===== config.mk =====
export PLATFORM = sky130hd
export DESIGN_NAME = circle_span_rasterizer_flat
export DESIGN_NICKNAME = d
export VERILOG_FILES = /design/src/sv/csr_pkg.sv /design/src/sv/csr_if.sv /design/src/sv/csr_square.sv /design/src/sv/csr_sqrt.sv /design/src/sv/csr_emit.sv /design/src/sv/circle_span_rasterizer.sv /design/src/flat_wrapper.sv
export VERILOG_INCLUDE_DIRS = /design/src /design/src/sv
export SDC_FILE = /design/constraint.sdc
export NUM_CORES = 2
export LEC_CHECK = 0
export BUFFER_PORTS_ARGS = -buffer_cell sky130_fd_sc_hd__buf_2
export CORE_MARGIN = 5
export CORE_UTILIZATION = 40
export CTS_BUF_LIST = sky130_fd_sc_hd__clkbuf_8
export DETAILED_ROUTE_END_ITERATION = 6
export HOLD_SLACK_MARGIN = 0.15
export PLACE_DENSITY_LB_ADDON = 0.05
export SLEW_MARGIN = 30
export SYNTH_ARGS = -nofsm -noshare
export SYNTH_HDL_FRONTEND = slang
export SYNTH_HIERARCHICAL = 1
export SYNTH_SLANG_ARGS = --single-unit

===== constraint.sdc =====
create_clock -name clk_i -period 10.95 [get_ports clk_i]
set_input_delay 2.7375 -clock clk_i [delete_from_list [all_inputs] [get_ports clk_i]]
set_output_delay 2.7375 -clock clk_i [all_outputs]
set_load 0.005 [all_outputs]

===== src/sv/assert_macros.svh =====
// Assertion helpers used by circle_span_rasterizer.
`ifndef ASSERT_MACROS_SVH
`define ASSERT_MACROS_SVH
`ifndef SYNTHESIS
`define CSR_ASSERT(lbl, clk, rst_n, prop) \
  lbl: assert property (@(posedge clk) disable iff (!rst_n) (prop)) \
    else $error("csr: assertion failed");
`define CSR_ASSERT_NEXT(lbl, clk, rst_n, ante, cons) \
  lbl: assert property (@(posedge clk) disable iff (!rst_n) (ante) |=> (cons)) \
    else $error("csr: assertion failed");
`else
`define CSR_ASSERT(lbl, clk, rst_n, prop)
`define CSR_ASSERT_NEXT(lbl, clk, rst_n, ante, cons)
`endif
`endif


===== src/sv/csr_pkg.sv =====
`timescale 1ns / 1ps
`default_nettype none

package csr_pkg;

  localparam int unsigned COORD_BITS_DEF  = 12;
  localparam int unsigned RADIUS_BITS_DEF = 11;
  localparam int unsigned OUT_W           = 14;

  localparam logic CMD_START = 1'b0;
  localparam logic CMD_STEP  = 1'b1;

  localparam logic [1:0] MODE_DISC = 2'd1;
  localparam logic [1:0] MODE_RING = 2'd2;

  localparam int unsigned SHAPE_W = 3;
  localparam logic [SHAPE_W-1:0] SHAPE_POINT     = 3'd0;
  localparam logic [SHAPE_W-1:0] SHAPE_OUTLINE   = 3'd1;
  localparam logic [SHAPE_W-1:0] SHAPE_DISC      = 3'd2;
  localparam logic [SHAPE_W-1:0] SHAPE_RING_IN   = 3'd3;
  localparam logic [SHAPE_W-1:0] SHAPE_RING_FULL = 3'd4;

  typedef struct packed {
    logic               start;
    logic [SHAPE_W-1:0] shape;
    logic               done;
  } emit_ctl_t;

  typedef struct packed {
    logic busy;
    logic fin;
  } emit_sts_t;

  function automatic logic [3:0] seg_count(input logic [SHAPE_W-1:0] shape);
    logic [3:0] n;
    case (shape)
      SHAPE_POINT:     n = 4'd1;
      SHAPE_OUTLINE:   n = 4'd8;
      SHAPE_DISC:      n = 4'd4;
      SHAPE_RING_IN:   n = 4'd4;
      SHAPE_RING_FULL: n = 4'd2;
      default:         n = 4'd1;
    endcase
    return n;
  endfunction

endpackage

`default_nettype wire


===== src/sv/csr_if.sv =====
`timescale 1ns / 1ps
`default_nettype none

interface csr_in_if #(
  parameter int unsigned COORD_BITS  = csr_pkg::COORD_BITS_DEF,
  parameter int unsigned RADIUS_BITS = csr_pkg::RADIUS_BITS_DEF
) ();
  logic                   valid;
  logic                   ready;
  logic                   cmd;
  logic [COORD_BITS-1:0]  center_x;
  logic [COORD_BITS-1:0]  center_y;
  logic [RADIUS_BITS-1:0] outer_radius;
  logic [RADIUS_BITS-1:0] hole_radius;
  logic [1:0]             mode;

  modport source (
    output valid, cmd, center_x, center_y, outer_radius, hole_radius, mode,
    input  ready
  );
  modport sink (
    input  valid, cmd, center_x, center_y, outer_radius, hole_radius, mode,
    output ready
  );
endinterface

interface csr_out_if ();
  logic                               valid;
  logic                               ready;
  logic signed [csr_pkg::OUT_W-1:0]   x_start;
  logic signed [csr_pkg::OUT_W-1:0]   y_start;
  logic signed [csr_pkg::OUT_W-1:0]   x_end;
  logic signed [csr_pkg::OUT_W-1:0]   y_end;
  logic                               last;
  logic                               done_res;

  modport source (
    output valid, x_start, y_start, x_end, y_end, last, done_res,
    input  ready
  );
  modport sink (
    input  valid, x_start, y_start, x_end, y_end, last, done_res,
    output ready
  );
endinterface

`default_nettype wire


===== src/sv/csr_square.sv =====
`timescale 1ns / 1ps
`default_nettype none

// Bit-serial shift-add squarer, one multiplier bit per cycle.
module csr_square #(
  parameter int unsigned RADIUS_BITS = csr_pkg::RADIUS_BITS_DEF
) (
  input  logic                     clk_i,
  input  logic                     rst_ni,
  input  logic                     start_i,
  input  logic [RADIUS_BITS-1:0]   a_i,
  output logic                     done_o,
  output logic [2*RADIUS_BITS-1:0] sq_o
);

  localparam int unsigned RB    = RADIUS_BITS;
  localparam int unsigned PW    = 2 * RB;
  localparam int unsigned CNT_W = $clog2(RB);

  logic [PW-1:0]    mcand_q, mcand_d;
  logic [RB-1:0]    mplier_q, mplier_d;
  logic [PW-1:0]    acc_q, acc_d;
  logic [CNT_W-1:0] cnt_q, cnt_d;
  logic             run_q, run_d;
  logic             fin_q, fin_d;
  logic             last_it;

  assign last_it = (cnt_q == CNT_W'(RB - 1));

  always_comb begin
    mcand_d  = mcand_q;
    mplier_d = mplier_q;
    acc_d    = acc_q;
    cnt_d    = cnt_q;
    run_d    = run_q;
    fin_d    = 1'b0;
    if (start_i) begin
      mcand_d  = PW'(a_i);
      mplier_d = a_i;
      acc_d    = '0;
      cnt_d    = '0;
      run_d    = 1'b1;
    end else if (run_q) begin
      if (mplier_q[0]) begin
        acc_d = acc_q + mcand_q;
      end
      mcand_d  = {mcand_q[PW-2:0], 1'b0};
      mplier_d = {1'b0, mplier_q[RB-1:1]};
      cnt_d    = cnt_q + CNT_W'(1);
      if (last_it) begin
        run_d = 1'b0;
        fin_d = 1'b1;
      end
    end
  end

  always_ff @(posedge clk_i or negedge rst_ni) begin
    if (!rst_ni) begin
      mcand_q  <= '0;
      mplier_q <= '0;
      acc_q    <= '0;
      cnt_q    <= '0;
      run_q    <= 1'b0;
      fin_q    <= 1'b0;
    end else begin
      mcand_q  <= mcand_d;
      mplier_q <= mplier_d;
      acc_q    <= acc_d;
      cnt_q    <= cnt_d;
      run_q    <= run_d;
      fin_q    <= fin_d;
    end
  end

  assign done_o = fin_q;
  assign sq_o   = acc_q;

endmodule

`default_nettype wire


===== src/sv/csr_sqrt.sv =====
`timescale 1ns / 1ps
`default_nettype none

// Restoring square root, two radicand bits per cycle, rounded to nearest.
module csr_sqrt #(
  parameter int unsigned RADIUS_BITS = csr_pkg::RADIUS_BITS_DEF
) (
  input  logic                     clk_i,
  input  logic                     rst_ni,
  input  logic                     start_i,
  input  logic [2*RADIUS_BITS-1:0] value_i,
  output logic                     done_o,
  output logic [RADIUS_BITS-1:0]   root_o
);

  localparam int unsigned RB    = RADIUS_BITS;
  localparam int unsigned VW    = 2 * RB;
  localparam int unsigned REM_W = RB + 3;
  localparam int unsigned CNT_W = $clog2(RB);

  logic [VW-1:0]    val_q, val_d;
  logic [REM_W-1:0] rem_q, rem_d;
  logic [RB-1:0]    root_q, root_d;
  logic [CNT_W-1:0] cnt_q, cnt_d;
  logic             run_q, run_d;
  logic             fin_q, fin_d;
  logic [REM_W-1:0] rem_sh, trial;
  logic             ge, rnd;

  assign rem_sh = {rem_q[REM_W-3:0], val_q[VW-1:VW-2]};
  assign trial  = REM_W'({root_q, 2'b01});
  assign ge     = (rem_sh >= trial);

  always_comb begin
    val_d  = val_q;
    rem_d  = rem_q;
    root_d = root_q;
    cnt_d  = cnt_q;
    run_d  = run_q;
    fin_d  = 1'b0;
    if (start_i) begin
      val_d  = value_i;
      rem_d  = '0;
      root_d = '0;
      cnt_d  = '0;
      run_d  = 1'b1;
    end else if (run_q) begin
      val_d  = {val_q[VW-3:0], 2'b00};
      rem_d  = ge ? (rem_sh - trial) : rem_sh;
      root_d = {root_q[RB-2:0], ge};
      cnt_d  = cnt_q + CNT_W'(1);
      if (cnt_q == CNT_W'(RB - 1)) begin
        run_d = 1'b0;
        fin_d = 1'b1;
      end
    end
  end

  always_ff @(posedge clk_i or negedge rst_ni) begin
    if (!rst_ni) begin
      val_q  <= '0;
      rem_q  <= '0;
      root_q <= '0;
      cnt_q  <= '0;
      run_q  <= 1'b0;
      fin_q  <= 1'b0;
    end else begin
      val_q  <= val_d;
      rem_q  <= rem_d;
      root_q <= root_d;
      cnt_q  <= cnt_d;
      run_q  <= run_d;
      fin_q  <= fin_d;
    end
  end

  // remainder above root means the true root lies past the half point
  assign rnd    = (rem_q > REM_W'(root_q));
  assign root_o = root_q + RB'(rnd);
  assign done_o = fin_q;

endmodule

`default_nettype wire


===== src/sv/csr_emit.sv =====
`timescale 1ns / 1ps
`default_nettype none

// Walks the segment list of one row and drives the output register.
module csr_emit #(
  parameter int unsigned COORD_BITS  = csr_pkg::COORD_BITS_DEF,
  parameter int unsigned RADIUS_BITS = csr_pkg::RADIUS_BITS_DEF
) (
  input  logic                   clk_i,
  input  logic                   rst_ni,
  input  csr_pkg::emit_ctl_t     ctl_i,
  input  logic [COORD_BITS-1:0]  cx_i,
  input  logic [COORD_BITS-1:0]  cy_i,
  input  logic [RADIUS_BITS:0]   y_i,
  input  logic [RADIUS_BITS-1:0] xo_i,
  input  logic [RADIUS_BITS-1:0] xi_i,
  output csr_pkg::emit_sts_t     sts_o,
  csr_out_if.source              out_o
);

  localparam int unsigned OW = csr_pkg::OUT_W;

  logic [OW-1:0] cxw, cyw, tyw, tow, tiw;
  logic [OW-1:0] xpy, xmy, xpo, xmo, xpi, xmi, ymy, ypy, ymo, ypo;
  logic [OW-1:0] xs_c, ys_c, xe_c, ye_c;

  logic                        busy_q, busy_d;
  logic [2:0]                  k_q, k_d;
  logic [csr_pkg::SHAPE_W-1:0] shape_q, shape_d;
  logic                        done_q, done_d;
  logic                        ov_q, ov_d;
  logic [OW-1:0]               xs_q, ys_q, xe_q, ye_q;
  logic                        last_q, dres_q;
  logic [3:0]                  cnt_m1;
  logic                        is_last, load;

  assign cxw = OW'(cx_i);
  assign cyw = OW'(cy_i);
  assign tyw = OW'(y_i);
  assign tow = OW'(xo_i);
  assign tiw = OW'(xi_i);

  assign xpy = cxw + tyw;
  assign xmy = cxw - tyw;
  assign xpo = cxw + tow;
  assign xmo = cxw - tow;
  assign xpi = cxw + tiw;
  assign xmi = cxw - tiw;
  assign ymy = cyw - tyw;
  assign ypy = cyw + tyw;
  assign ymo = cyw - tow;
  assign ypo = cyw + tow;

  always_comb begin
    xs_c = cxw;
    ys_c = cyw;
    xe_c = cxw;
    ye_c = cyw;
    case (shape_q)
      csr_pkg::SHAPE_OUTLINE: begin
        case (k_q)
          3'd0: begin xs_c = xpy; ys_c = ymo; end
          3'd1: begin xs_c = xpo; ys_c = ymy; end
          3'd2: begin xs_c = xpo; ys_c = ypy; end
          3'd3: begin xs_c = xpy; ys_c = ypo; end
          3'd4: begin xs_c = xmy; ys_c = ypo; end
          3'd5: begin xs_c = xmo; ys_c = ypy; end
          3'd6: begin xs_c = xmo; ys_c = ymy; end
          default: begin xs_c = xmy; ys_c = ymo; end
        endcase
        xe_c = xs_c;
        ye_c = ys_c;
      end
      csr_pkg::SHAPE_DISC: begin
        case (k_q)
          3'd0: begin xs_c = xpy; ys_c = ymo; xe_c = xmy; ye_c = ymo; end
          3'd1: begin xs_c = xpo; ys_c = ymy; xe_c = xmo; ye_c = ymy; end
          3'd2: begin xs_c = xpo; ys_c = ypy; xe_c = xmo; ye_c = ypy; end
          default: begin xs_c = xpy; ys_c = ypo; xe_c = xmy; ye_c = ypo; end
        endcase
      end
      csr_pkg::SHAPE_RING_IN: begin
        case (k_q)
          3'd0: begin xs_c = xmo; ys_c = ymy; xe_c = xmi; ye_c = ymy; end
          3'd1: begin xs_c = xpi; ys_c = ymy; xe_c = xpo; ye_c = ymy; end
          3'd2: begin xs_c = xmi; ys_c = ypy; xe_c = xmo; ye_c = ypy; end
          default: begin xs_c = xpi; ys_c = ypy; xe_c = xpo; ye_c = ypy; end
        endcase
      end
      csr_pkg::SHAPE_RING_FULL: begin
        case (k_q)
          3'd0: begin xs_c = xmo; ys_c = ymy; xe_c = xpo; ye_c = ymy; end
          default: begin xs_c = xmo; ys_c = ypy; xe_c = xpo; ye_c = ypy; end
        endcase
      end
      default: begin
        xs_c = cxw;
        ys_c = cyw;
        xe_c = cxw;
        ye_c = cyw;
      end
    endcase
  end

  assign cnt_m1  = csr_pkg::seg_count(shape_q) - 4'd1;
  assign is_last = ({1'b0, k_q} == cnt_m1);
  assign load    = busy_q && (!ov_q || out_o.ready);

  always_comb begin
    busy_d  = busy_q;
    k_d     = k_q;
    shape_d = shape_q;
    done_d  = done_q;
    ov_d    = ov_q;
    if (ctl_i.start) begin
      busy_d  = 1'b1;
      k_d     = '0;
      shape_d = ctl_i.shape;
      done_d  = ctl_i.done;
    end else if (load) begin
      k_d = k_q + 3'd1;
      if (is_last) begin
        busy_d = 1'b0;
      end
    end
    if (load) begin
      ov_d = 1'b1;
    end else if (out_o.ready) begin
      ov_d = 1'b0;
    end
  end

  always_ff @(posedge clk_i or negedge rst_ni) begin
    if (!rst_ni) begin
      busy_q  <= 1'b0;
      k_q     <= '0;
      shape_q <= csr_pkg::SHAPE_POINT;
      done_q  <= 1'b0;
      ov_q    <= 1'b0;
    end else begin
      busy_q  <= busy_d;
      k_q     <= k_d;
      shape_q <= shape_d;
      done_q  <= done_d;
      ov_q    <= ov_d;
    end
  end

  always_ff @(posedge clk_i) begin
    if (load) begin
      xs_q   <= xs_c;
      ys_q   <= ys_c;
      xe_q   <= xe_c;
      ye_q   <= ye_c;
      last_q <= is_last;
      dres_q <= is_last && done_q;
    end
  end

  assign out_o.valid    = ov_q;
  assign out_o.x_start  = xs_q;
  assign out_o.y_start  = ys_q;
  assign out_o.x_end    = xe_q;
  assign out_o.y_end    = ye_q;
  assign out_o.last     = last_q;
  assign out_o.done_res = dres_q;

  assign sts_o.busy = busy_q;
  assign sts_o.fin  = load && is_last;

endmodule

`default_nettype wire


===== src/sv/circle_span_rasterizer.sv =====
// Circle, disc and ring rasterizer, one row offset per step word.
// in_i carries command words: cmd start latches center, radii (inner
// clamped to outer) and mode and returns no output word; cmd step emits
// the segments of the current row and advances the row. A step with no
// figure in progress is consumed and produces nothing.
// out_o carries segment words; last marks the final word of a step and
// done_res the final word of the figure, after which steps are ignored
// until the next start.
// A start keeps in_i.ready low while the bit-serial squarers form both
// radius squares. A step passes through the two-bits-per-cycle square
// root units (next row half widths), then moves one segment word (1 to
// 8) per cycle into the output register while the receiver takes them.
// One word is worked at a time. A stalled receiver holds the output
// register and the segment walk; in_i.ready rises again once the last
// word of the step sits in the output register.
// Reset clears all held figure state; no figure is active after reset.
`timescale 1ns / 1ps
`default_nettype none

module circle_span_rasterizer #(
  parameter int unsigned COORD_BITS  = csr_pkg::COORD_BITS_DEF,
  parameter int unsigned RADIUS_BITS = csr_pkg::RADIUS_BITS_DEF
) (
  input  logic       clk_i,
  input  logic       rst_ni,
  csr_in_if.sink     in_i,
  csr_out_if.source  out_o
);

`include "assert_macros.svh"

  localparam int unsigned CB    = COORD_BITS;
  localparam int unsigned RB    = RADIUS_BITS;
  localparam int unsigned Y_W   = RB + 1;
  localparam int unsigned SQ_W  = 2 * RB;
  localparam int unsigned YSQ_W = 2 * RB + 1;

  localparam logic [1:0] ST_IDLE   = 2'd0;
  localparam logic [1:0] ST_SQUARE = 2'd1;
  localparam logic [1:0] ST_ROOT   = 2'd2;
  localparam logic [1:0] ST_EMIT   = 2'd3;

  logic [1:0]       state_q, state_d;
  logic             active_q, active_d;
  logic [CB-1:0]    cx_q, cx_d, cy_q, cy_d;
  logic [RB-1:0]    ro_q, ro_d, ri_q, ri_d;
  logic [1:0]       mode_q, mode_d;
  logic [Y_W-1:0]   y_q, y_d;
  logic [YSQ_W-1:0] ysq_q, ysq_d;
  logic [RB-1:0]    xo_q, xo_d, xi_q, xi_d;
  logic [SQ_W-1:0]  rsqo_q, rsqo_d, rsqi_q, rsqi_d;
  logic [RB-1:0]    hwo_q, hwo_d, hwi_q, hwi_d;
  logic             done_q, done_d;

  logic             in_ready, acc, start_acc, step_acc;
  logic [RB-1:0]    ri_clamp;
  logic             sqo_done, sqi_done;
  logic [SQ_W-1:0]  sqo, sqi;
  logic [Y_W-1:0]   y_next;
  logic [YSQ_W-1:0] ysq_n;
  logic             ovf_o, ovf_i;
  logic [SQ_W-1:0]  v_o, v_i;
  logic             rto_done, rti_done;
  logic [RB-1:0]    rto, rti;
  logic             done_c;
  logic [csr_pkg::SHAPE_W-1:0] shape_c;

  csr_pkg::emit_ctl_t emit_ctl;
  csr_pkg::emit_sts_t emit_sts;

  assign in_ready   = (state_q == ST_IDLE);
  assign in_i.ready = in_ready;
  assign acc        = in_i.valid && in_ready;
  assign start_acc  = acc && (in_i.cmd == csr_pkg::CMD_START);
  assign step_acc   = acc && (in_i.cmd == csr_pkg::CMD_STEP) && active_q;

  assign ri_clamp = (in_i.hole_radius > in_i.outer_radius) ? in_i.outer_radius
                                                           : in_i.hole_radius;

  csr_square #(.RADIUS_BITS(RB)) u_sq_outer (
    .clk_i   (clk_i),
    .rst_ni  (rst_ni),
    .start_i (start_acc),
    .a_i     (in_i.outer_radius),
    .done_o  (sqo_done),
    .sq_o    (sqo)
  );

  csr_square #(.RADIUS_BITS(RB)) u_sq_inner (
    .clk_i   (clk_i),
    .rst_ni  (rst_ni),
    .start_i (start_acc),
    .a_i     (ri_clamp),
    .done_o  (sqi_done),
    .sq_o    (sqi)
  );

  // (y+1)^2 = y^2 + 2y + 1
  assign y_next = y_q + Y_W'(1);
  assign ysq_n  = ysq_q + YSQ_W'({y_q, 1'b1});
  assign ovf_o  = (y_next > Y_W'(ro_q));
  assign ovf_i  = (y_next > Y_W'(ri_q));
  assign v_o    = ovf_o ? '0 : (rsqo_q - ysq_n[SQ_W-1:0]);
  assign v_i    = ovf_i ? '0 : (rsqi_q - ysq_n[SQ_W-1:0]);

  csr_sqrt #(.RADIUS_BITS(RB)) u_rt_outer (
    .clk_i   (clk_i),
    .rst_ni  (rst_ni),
    .start_i (step_acc),
    .value_i (v_o),
    .done_o  (rto_done),
    .root_o  (rto)
  );

  csr_sqrt #(.RADIUS_BITS(RB)) u_rt_inner (
    .clk_i   (clk_i),
    .rst_ni  (rst_ni),
    .start_i (step_acc),
    .value_i (v_i),
    .done_o  (rti_done),
    .root_o  (rti)
  );

  always_comb begin
    if (mode_q == csr_pkg::MODE_RING) begin
      done_c = (y_q >= Y_W'(ro_q));
    end else begin
      done_c = ovf_o || (Y_W'(rto) < y_next);
    end
    if (ro_q == '0) begin
      shape_c = csr_pkg::SHAPE_POINT;
    end else if (mode_q == csr_pkg::MODE_RING) begin
      shape_c = (y_q <= Y_W'(ri_q)) ? csr_pkg::SHAPE_RING_IN : csr_pkg::SHAPE_RING_FULL;
    end else if (mode_q == csr_pkg::MODE_DISC) begin
      shape_c = csr_pkg::SHAPE_DISC;
    end else begin
      shape_c = csr_pkg::SHAPE_OUTLINE;
    end
  end

  assign emit_ctl.start = (state_q == ST_ROOT) && rto_done;
  assign emit_ctl.shape = shape_c;
  assign emit_ctl.done  = done_c;

  csr_emit #(.COORD_BITS(CB), .RADIUS_BITS(RB)) u_emit (
    .clk_i  (clk_i),
    .rst_ni (rst_ni),
    .ctl_i  (emit_ctl),
    .cx_i   (cx_q),
    .cy_i   (cy_q),
    .y_i    (y_q),
    .xo_i   (xo_q),
    .xi_i   (xi_q),
    .sts_o  (emit_sts),
    .out_o  (out_o)
  );

  always_comb begin
    state_d  = state_q;
    active_d = active_q;
    cx_d     = cx_q;
    cy_d     = cy_q;
    ro_d     = ro_q;
    ri_d     = ri_q;
    mode_d   = mode_q;
    y_d      = y_q;
    ysq_d    = ysq_q;
    xo_d     = xo_q;
    xi_d     = xi_q;
    rsqo_d   = rsqo_q;
    rsqi_d   = rsqi_q;
    hwo_d    = hwo_q;
    hwi_d    = hwi_q;
    done_d   = done_q;
    case (state_q)
      ST_IDLE: begin
        if (start_acc) begin
          cx_d     = in_i.center_x;
          cy_d     = in_i.center_y;
          ro_d     = in_i.outer_radius;
          ri_d     = ri_clamp;
          mode_d   = in_i.mode;
          y_d      = '0;
          ysq_d    = '0;
          xo_d     = in_i.outer_radius;
          xi_d     = ri_clamp;
          active_d = 1'b1;
          state_d  = ST_SQUARE;
        end else if (step_acc) begin
          ysq_d   = ysq_n;
          state_d = ST_ROOT;
        end
      end
      ST_SQUARE: begin
        if (sqo_done) begin
          rsqo_d  = sqo;
          rsqi_d  = sqi;
          state_d = ST_IDLE;
        end
      end
      ST_ROOT: begin
        if (rto_done) begin
          hwo_d   = rto;
          hwi_d   = rti;
          done_d  = done_c;
          state_d = ST_EMIT;
        end
      end
      ST_EMIT: begin
        if (emit_sts.fin) begin
          y_d      = y_next;
          xo_d     = hwo_q;
          xi_d     = hwi_q;
          active_d = !done_q;
          state_d  = ST_IDLE;
        end
      end
      default: state_d = ST_IDLE;
    endcase
  end

  always_ff @(posedge clk_i or negedge rst_ni) begin
    if (!rst_ni) begin
      state_q  <= ST_IDLE;
      active_q <= 1'b0;
      cx_q     <= '0;
      cy_q     <= '0;
      ro_q     <= '0;
      ri_q     <= '0;
      mode_q   <= '0;
      y_q      <= '0;
      ysq_q    <= '0;
      xo_q     <= '0;
      xi_q     <= '0;
      rsqo_q   <= '0;
      rsqi_q   <= '0;
      hwo_q    <= '0;
      hwi_q    <= '0;
      done_q   <= 1'b0;
    end else begin
      state_q  <= state_d;
      active_q <= active_d;
      cx_q     <= cx_d;
      cy_q     <= cy_d;
      ro_q     <= ro_d;
      ri_q     <= ri_d;
      mode_q   <= mode_d;
      y_q      <= y_d;
      ysq_q    <= ysq_d;
      xo_q     <= xo_d;
      xi_q     <= xi_d;
      rsqo_q   <= rsqo_d;
      rsqi_q   <= rsqi_d;
      hwo_q    <= hwo_d;
      hwi_q    <= hwi_d;
      done_q   <= done_d;
    end
  end

  `CSR_ASSERT(a_squares_aligned, clk_i, rst_ni, sqo_done == sqi_done)
  `CSR_ASSERT(a_roots_aligned, clk_i, rst_ni, rto_done == rti_done)
  `CSR_ASSERT(a_root_in_root, clk_i, rst_ni, !rto_done || (state_q == ST_ROOT))
  `CSR_ASSERT(a_fin_in_emit, clk_i, rst_ni, !emit_sts.fin || (state_q == ST_EMIT))
  `CSR_ASSERT(a_inner_le_outer, clk_i, rst_ni, xi_q <= xo_q)
  `CSR_ASSERT_NEXT(a_done_clears, clk_i, rst_ni, emit_sts.fin && done_q, !active_q)

endmodule

`default_nettype wire

===== src/flat_wrapper.sv =====
// flat-port wrapper written by rule: the top's interface ports become plain ports
module circle_span_rasterizer_flat 
#(
  parameter int unsigned COORD_BITS  = csr_pkg::COORD_BITS_DEF,
  parameter int unsigned RADIUS_BITS = csr_pkg::RADIUS_BITS_DEF
)
  (clk_i, rst_ni, in_i_valid, in_i_cmd, in_i_center_x, in_i_center_y, in_i_outer_radius, in_i_hole_radius, in_i_mode, in_i_ready, out_o_valid, out_o_x_start, out_o_y_start, out_o_x_end, out_o_y_end, out_o_last, out_o_done_res, out_o_ready);
  csr_in_if #(.COORD_BITS(COORD_BITS), .RADIUS_BITS(RADIUS_BITS)) in_i_i ();
  csr_out_if out_o_i ();
  input  logic clk_i;
  input  logic rst_ni;
  input wire logic [$bits(in_i_i.valid)-1:0] in_i_valid;
  input wire logic [$bits(in_i_i.cmd)-1:0] in_i_cmd;
  input wire logic [$bits(in_i_i.center_x)-1:0] in_i_center_x;
  input wire logic [$bits(in_i_i.center_y)-1:0] in_i_center_y;
  input wire logic [$bits(in_i_i.outer_radius)-1:0] in_i_outer_radius;
  input wire logic [$bits(in_i_i.hole_radius)-1:0] in_i_hole_radius;
  input wire logic [$bits(in_i_i.mode)-1:0] in_i_mode;
  output wire logic [$bits(in_i_i.ready)-1:0] in_i_ready;
  output wire logic [$bits(out_o_i.valid)-1:0] out_o_valid;
  output wire logic [$bits(out_o_i.x_start)-1:0] out_o_x_start;
  output wire logic [$bits(out_o_i.y_start)-1:0] out_o_y_start;
  output wire logic [$bits(out_o_i.x_end)-1:0] out_o_x_end;
  output wire logic [$bits(out_o_i.y_end)-1:0] out_o_y_end;
  output wire logic [$bits(out_o_i.last)-1:0] out_o_last;
  output wire logic [$bits(out_o_i.done_res)-1:0] out_o_done_res;
  input wire logic [$bits(out_o_i.ready)-1:0] out_o_ready;
  assign in_i_i.valid = in_i_valid;
  assign in_i_i.cmd = in_i_cmd;
  assign in_i_i.center_x = in_i_center_x;
  assign in_i_i.center_y = in_i_center_y;
  assign in_i_i.outer_radius = in_i_outer_radius;
  assign in_i_i.hole_radius = in_i_hole_radius;
  assign in_i_i.mode = in_i_mode;
  assign in_i_ready = in_i_i.ready;
  assign out_o_valid = out_o_i.valid;
  assign out_o_x_start = out_o_i.x_start;
  assign out_o_y_start = out_o_i.y_start;
  assign out_o_x_end = out_o_i.x_end;
  assign out_o_y_end = out_o_i.y_end;
  assign out_o_last = out_o_i.last;
  assign out_o_done_res = out_o_i.done_res;
  assign out_o_i.ready = out_o_ready;
  circle_span_rasterizer #(.COORD_BITS(COORD_BITS), .RADIUS_BITS(RADIUS_BITS)) u_core (.clk_i(clk_i), .rst_ni(rst_ni), .in_i(in_i_i), .out_o(out_o_i));
endmodule

==> run_results.csv <==
group,metric,value,unit
outcome,result_of_the_run,"finished clean",
layout,final_design_area_no_fill,39100,µm²
clock_network,clock_pin_slew_worst_setup_and_hold_paths,0.06,ns
clock_network,cts_post_setup_buffers_inserted,0,
sta,timing.final.hold_violations,0,
sta,clock_skew,0.0677,ns
power_and_ir_drop,cellLeakagePower,17.7,nW
sta,clock.fmax,182,MHz
sta,timing.setup.tns,0,ns
logic_synthesis,number_of_instances_in_the_synthesized_netlist,4083,
floorplanning,rows,109,
layout,final_common_cell,"sky130_fd_sc_hd__nand2_1",
power_and_ir_drop,switching_share,49.7,%
power_and_ir_drop,power.ir.vdd_worst,0.195,mV
placement,buffer_ports.inserted,112,
power_and_ir_drop,combPwrFrac,62.0,%
clock_network,clk_root_buffer_cell,"sky130_fd_sc_hd__clkbuf_8",
layout,stdcell_count,5368,
power_and_ir_drop,power-per-cell-area,352,nW/µm²
route,route.antenna.remaining_nets,0,
layout,num-nets-final,4504,
power_and_ir_drop,pwr-share-seq,23.7,%
power_and_ir_drop,power.internal,6.94,mW
run,maxcap_viol_count,0,
route,count_of_vias_placed_by_the_detailed_router,30896,
critical_path,crit_path_start_kind,"register",
sta,worstMarginPinSlew,1.08,ns
clock_network,post_cts_resized,0,
sta,final_max_slew_viol_count,0,
critical_path,timing.setup.critical_path_class,"register to register",
floorplanning,die_area,94900,µm²
route,drt_first_iter_violations,2593,
placement,post-dp-hpwl,93000,µm
logic_synthesis,synthesis.area,35600,µm²
clock_network,cts_hold_repair.buffers,0,
sta,setup_viol_count_final,0,
floorplanning,start_util,40.3,%
logic_synthesis,yosysWarningCount,6,
clock_network,clock_tree.htree_level_count,3,
layout,layout_common_cells,"424 x sky130_fd_sc_hd__nand2_1, 405 x sky130_fd_sc_hd__dfrtp_1, 389 x sky130_fd_sc_hd__nor2_1, 307 x sky130_fd_sc_hd__ha_1, 290 x sky130_fd_sc_hd__a21oi_1",
sta,grt_setup_unrepaired,"false",
placement,dp.cells,5201,
critical_path,worstPathMaxFanout,13,
logic_synthesis,mean_post_synth_cell_area,8.71,µm²
sta,min_period_over_period,50.3,%
critical_path,timing.critical_path.required,11.53,ns
layout,final_util,44.3,%
clock_network,cts-buffers-inserted,91,
clock_network,clk_path_buf_depth,3,
clock_network,worstSkewPairLatency,0.76,ns
route,first_pass_iters,6,
clock_network,total_clock_sinks,453,
hold_path,min_path_type,"register to register",
grt,grt_first_pass_wirelength,188000,µm
power_and_ir_drop,power.share.clock,14.3,%
clock_network,cts_tree,"done",
grt,first_global_vias,30196,
route,avgRoutedWirePerCell,23.1,µm
power_and_ir_drop,total_switching_power,6.85,mW
grt,grt_remaining_overflow,0,
layout,area_growth_syn_to_layout,10.1,%
floorplanning,floorplan.die.width,308,µm
placement,post_dp_cell_area,37100,µm²
route,totalWireLength,124000,µm
grt,grt_antenna_before_repair,4,
route,drc,0,
route,detail_route.vias_per_cell,5.76,
logic_synthesis,synthesis.nets,4458,
sta,final.hold.worst_slack,0.472,ns
critical_path,timing.critical_path.to_type,"register",
grt,track_usage,25.5,%
sta,worst_slew_margin_rel,28.1,%
critical_path,worstPathArrival,6.08,ns
layout,drive_gt1_share,11.3,%
floorplanning,num_io_pins,113,
placement,gp_congestion,0.919,
floorplanning,fp.dieH,308,µm
floorplanning,core,88200,µm²
sta,finalWorstPathRequiredPeriod,5.51,ns
grt,grt_max_degree,142,
worst paths after layout:
check	from	to	slack (ns)	cells after the start
min in group asynchronous	rst_ni	u_core/cx_q[2]$_DFFE_PN0P_	1.97	1
max in group asynchronous	rst_ni	u_core/u_sq_inner/run_q$_DFF_PN0_	7.56	2
worst max-delay path	u_core/y_q[0]$_DFFE_PN0P_	u_core/u_rt_inner/val_q[19]$_DFFE_PN0P_	5.44	20
worst min-delay path	u_core/done_q$_DFFE_PN0P_	u_core/done_q$_DFFE_PN0P_	0.47	2
worst min register to register	u_core/done_q$_DFFE_PN0P_	u_core/done_q$_DFFE_PN0P_	0.47	2
worst max register to register	u_core/y_q[0]$_DFFE_PN0P_	u_core/u_rt_inner/val_q[19]$_DFFE_PN0P_	5.44	20
cell type report:
type                            instances  area, µm²
Multi-Input combinational cell       3198      22300
Tap cell                             1165       1460
Timing Repair Buffer                  161        963
Antenna cell                            2       5.00
Clock inverter                         57        543
Sequential cell                       453      11600
Fill cell                            8896      49100
Clock buffer                          108       1490
Inverter                              224        845
power groups by stage:
stage	clock [mW]	sequential, mW	combinational, mW
after detailed placement	0	3.30	8.42
after floorplan	0	2.82	6.44
after global routing	2.11	3.34	9.42
after CTS	2.04	3.28	8.46
after global placement	0	3.30	8.42
final	1.97	3.27	8.55
routing by layer:
metal  share of wire [%]  global-route usage [%]  up-vias
met3                 4.3                    3.11      262
met1                  43                    32.7    15029
met4                 4.8                    11.0        0
li1                    -                       -    14775
met2                  48                    43.5      830
met5                   0                       0        -
per-stage QoR:
stage,power (mW),worst slack [ns]
after floorplan,9.26,5.39
after global placement,11.7,5.37
after detailed placement,11.7,5.35
after CTS,13.8,5.51
after global routing,14.9,5.02
final,13.8,5.44
registers in the layout, indices dropped and copies added (netlist names), 22 cells and up:
| register | count |
|---|---|
| u_core/u_rt_inner/val_q | 22 |
| u_core/rsqi_q | 22 |
| u_core/u_sq_inner/sq_o | 22 |
| u_core/rsqo_q | 22 |
| u_core/ysq_q | 22 |
| u_core/u_sq_outer/sq_o | 22 |
| u_core/u_sq_outer/mcand_q | 22 |
| u_core/u_sq_inner/mcand_q | 22 |
| u_core/u_rt_outer/val_q | 22 |
critical path, cell delays in order (launching register included):
cell	delay (ns)
sky130_fd_sc_hd__dfrtp_1	0.88
sky130_fd_sc_hd__inv_1	0.34
sky130_fd_sc_hd__fa_1	0.53
sky130_fd_sc_hd__nor2b_2	0.16
sky130_fd_sc_hd__o21ai_0	0.07
sky130_fd_sc_hd__nor2b_1	0.14
sky130_fd_sc_hd__xor2_1	0.31
sky130_fd_sc_hd__ha_1	0.34
sky130_fd_sc_hd__o211ai_1	0.24
sky130_fd_sc_hd__a21oi_1	0.09
sky130_fd_sc_hd__a21boi_0	0.15
sky130_fd_sc_hd__o21ai_0	0.33
sky130_fd_sc_hd__o211ai_1	0.19
sky130_fd_sc_hd__o2111ai_1	0.30
sky130_fd_sc_hd__o31ai_1	0.16
sky130_fd_sc_hd__maj3_2	0.36
sky130_fd_sc_hd__a221oi_2	0.33
sky130_fd_sc_hd__a21oi_1	0.15
sky130_fd_sc_hd__mux2i_1	0.14
sky130_fd_sc_hd__nand2_1	0.06
sky130_fd_sc_hd__o21ai_0	0.08
No activity file was read; power rests on OpenSTA's default activity.
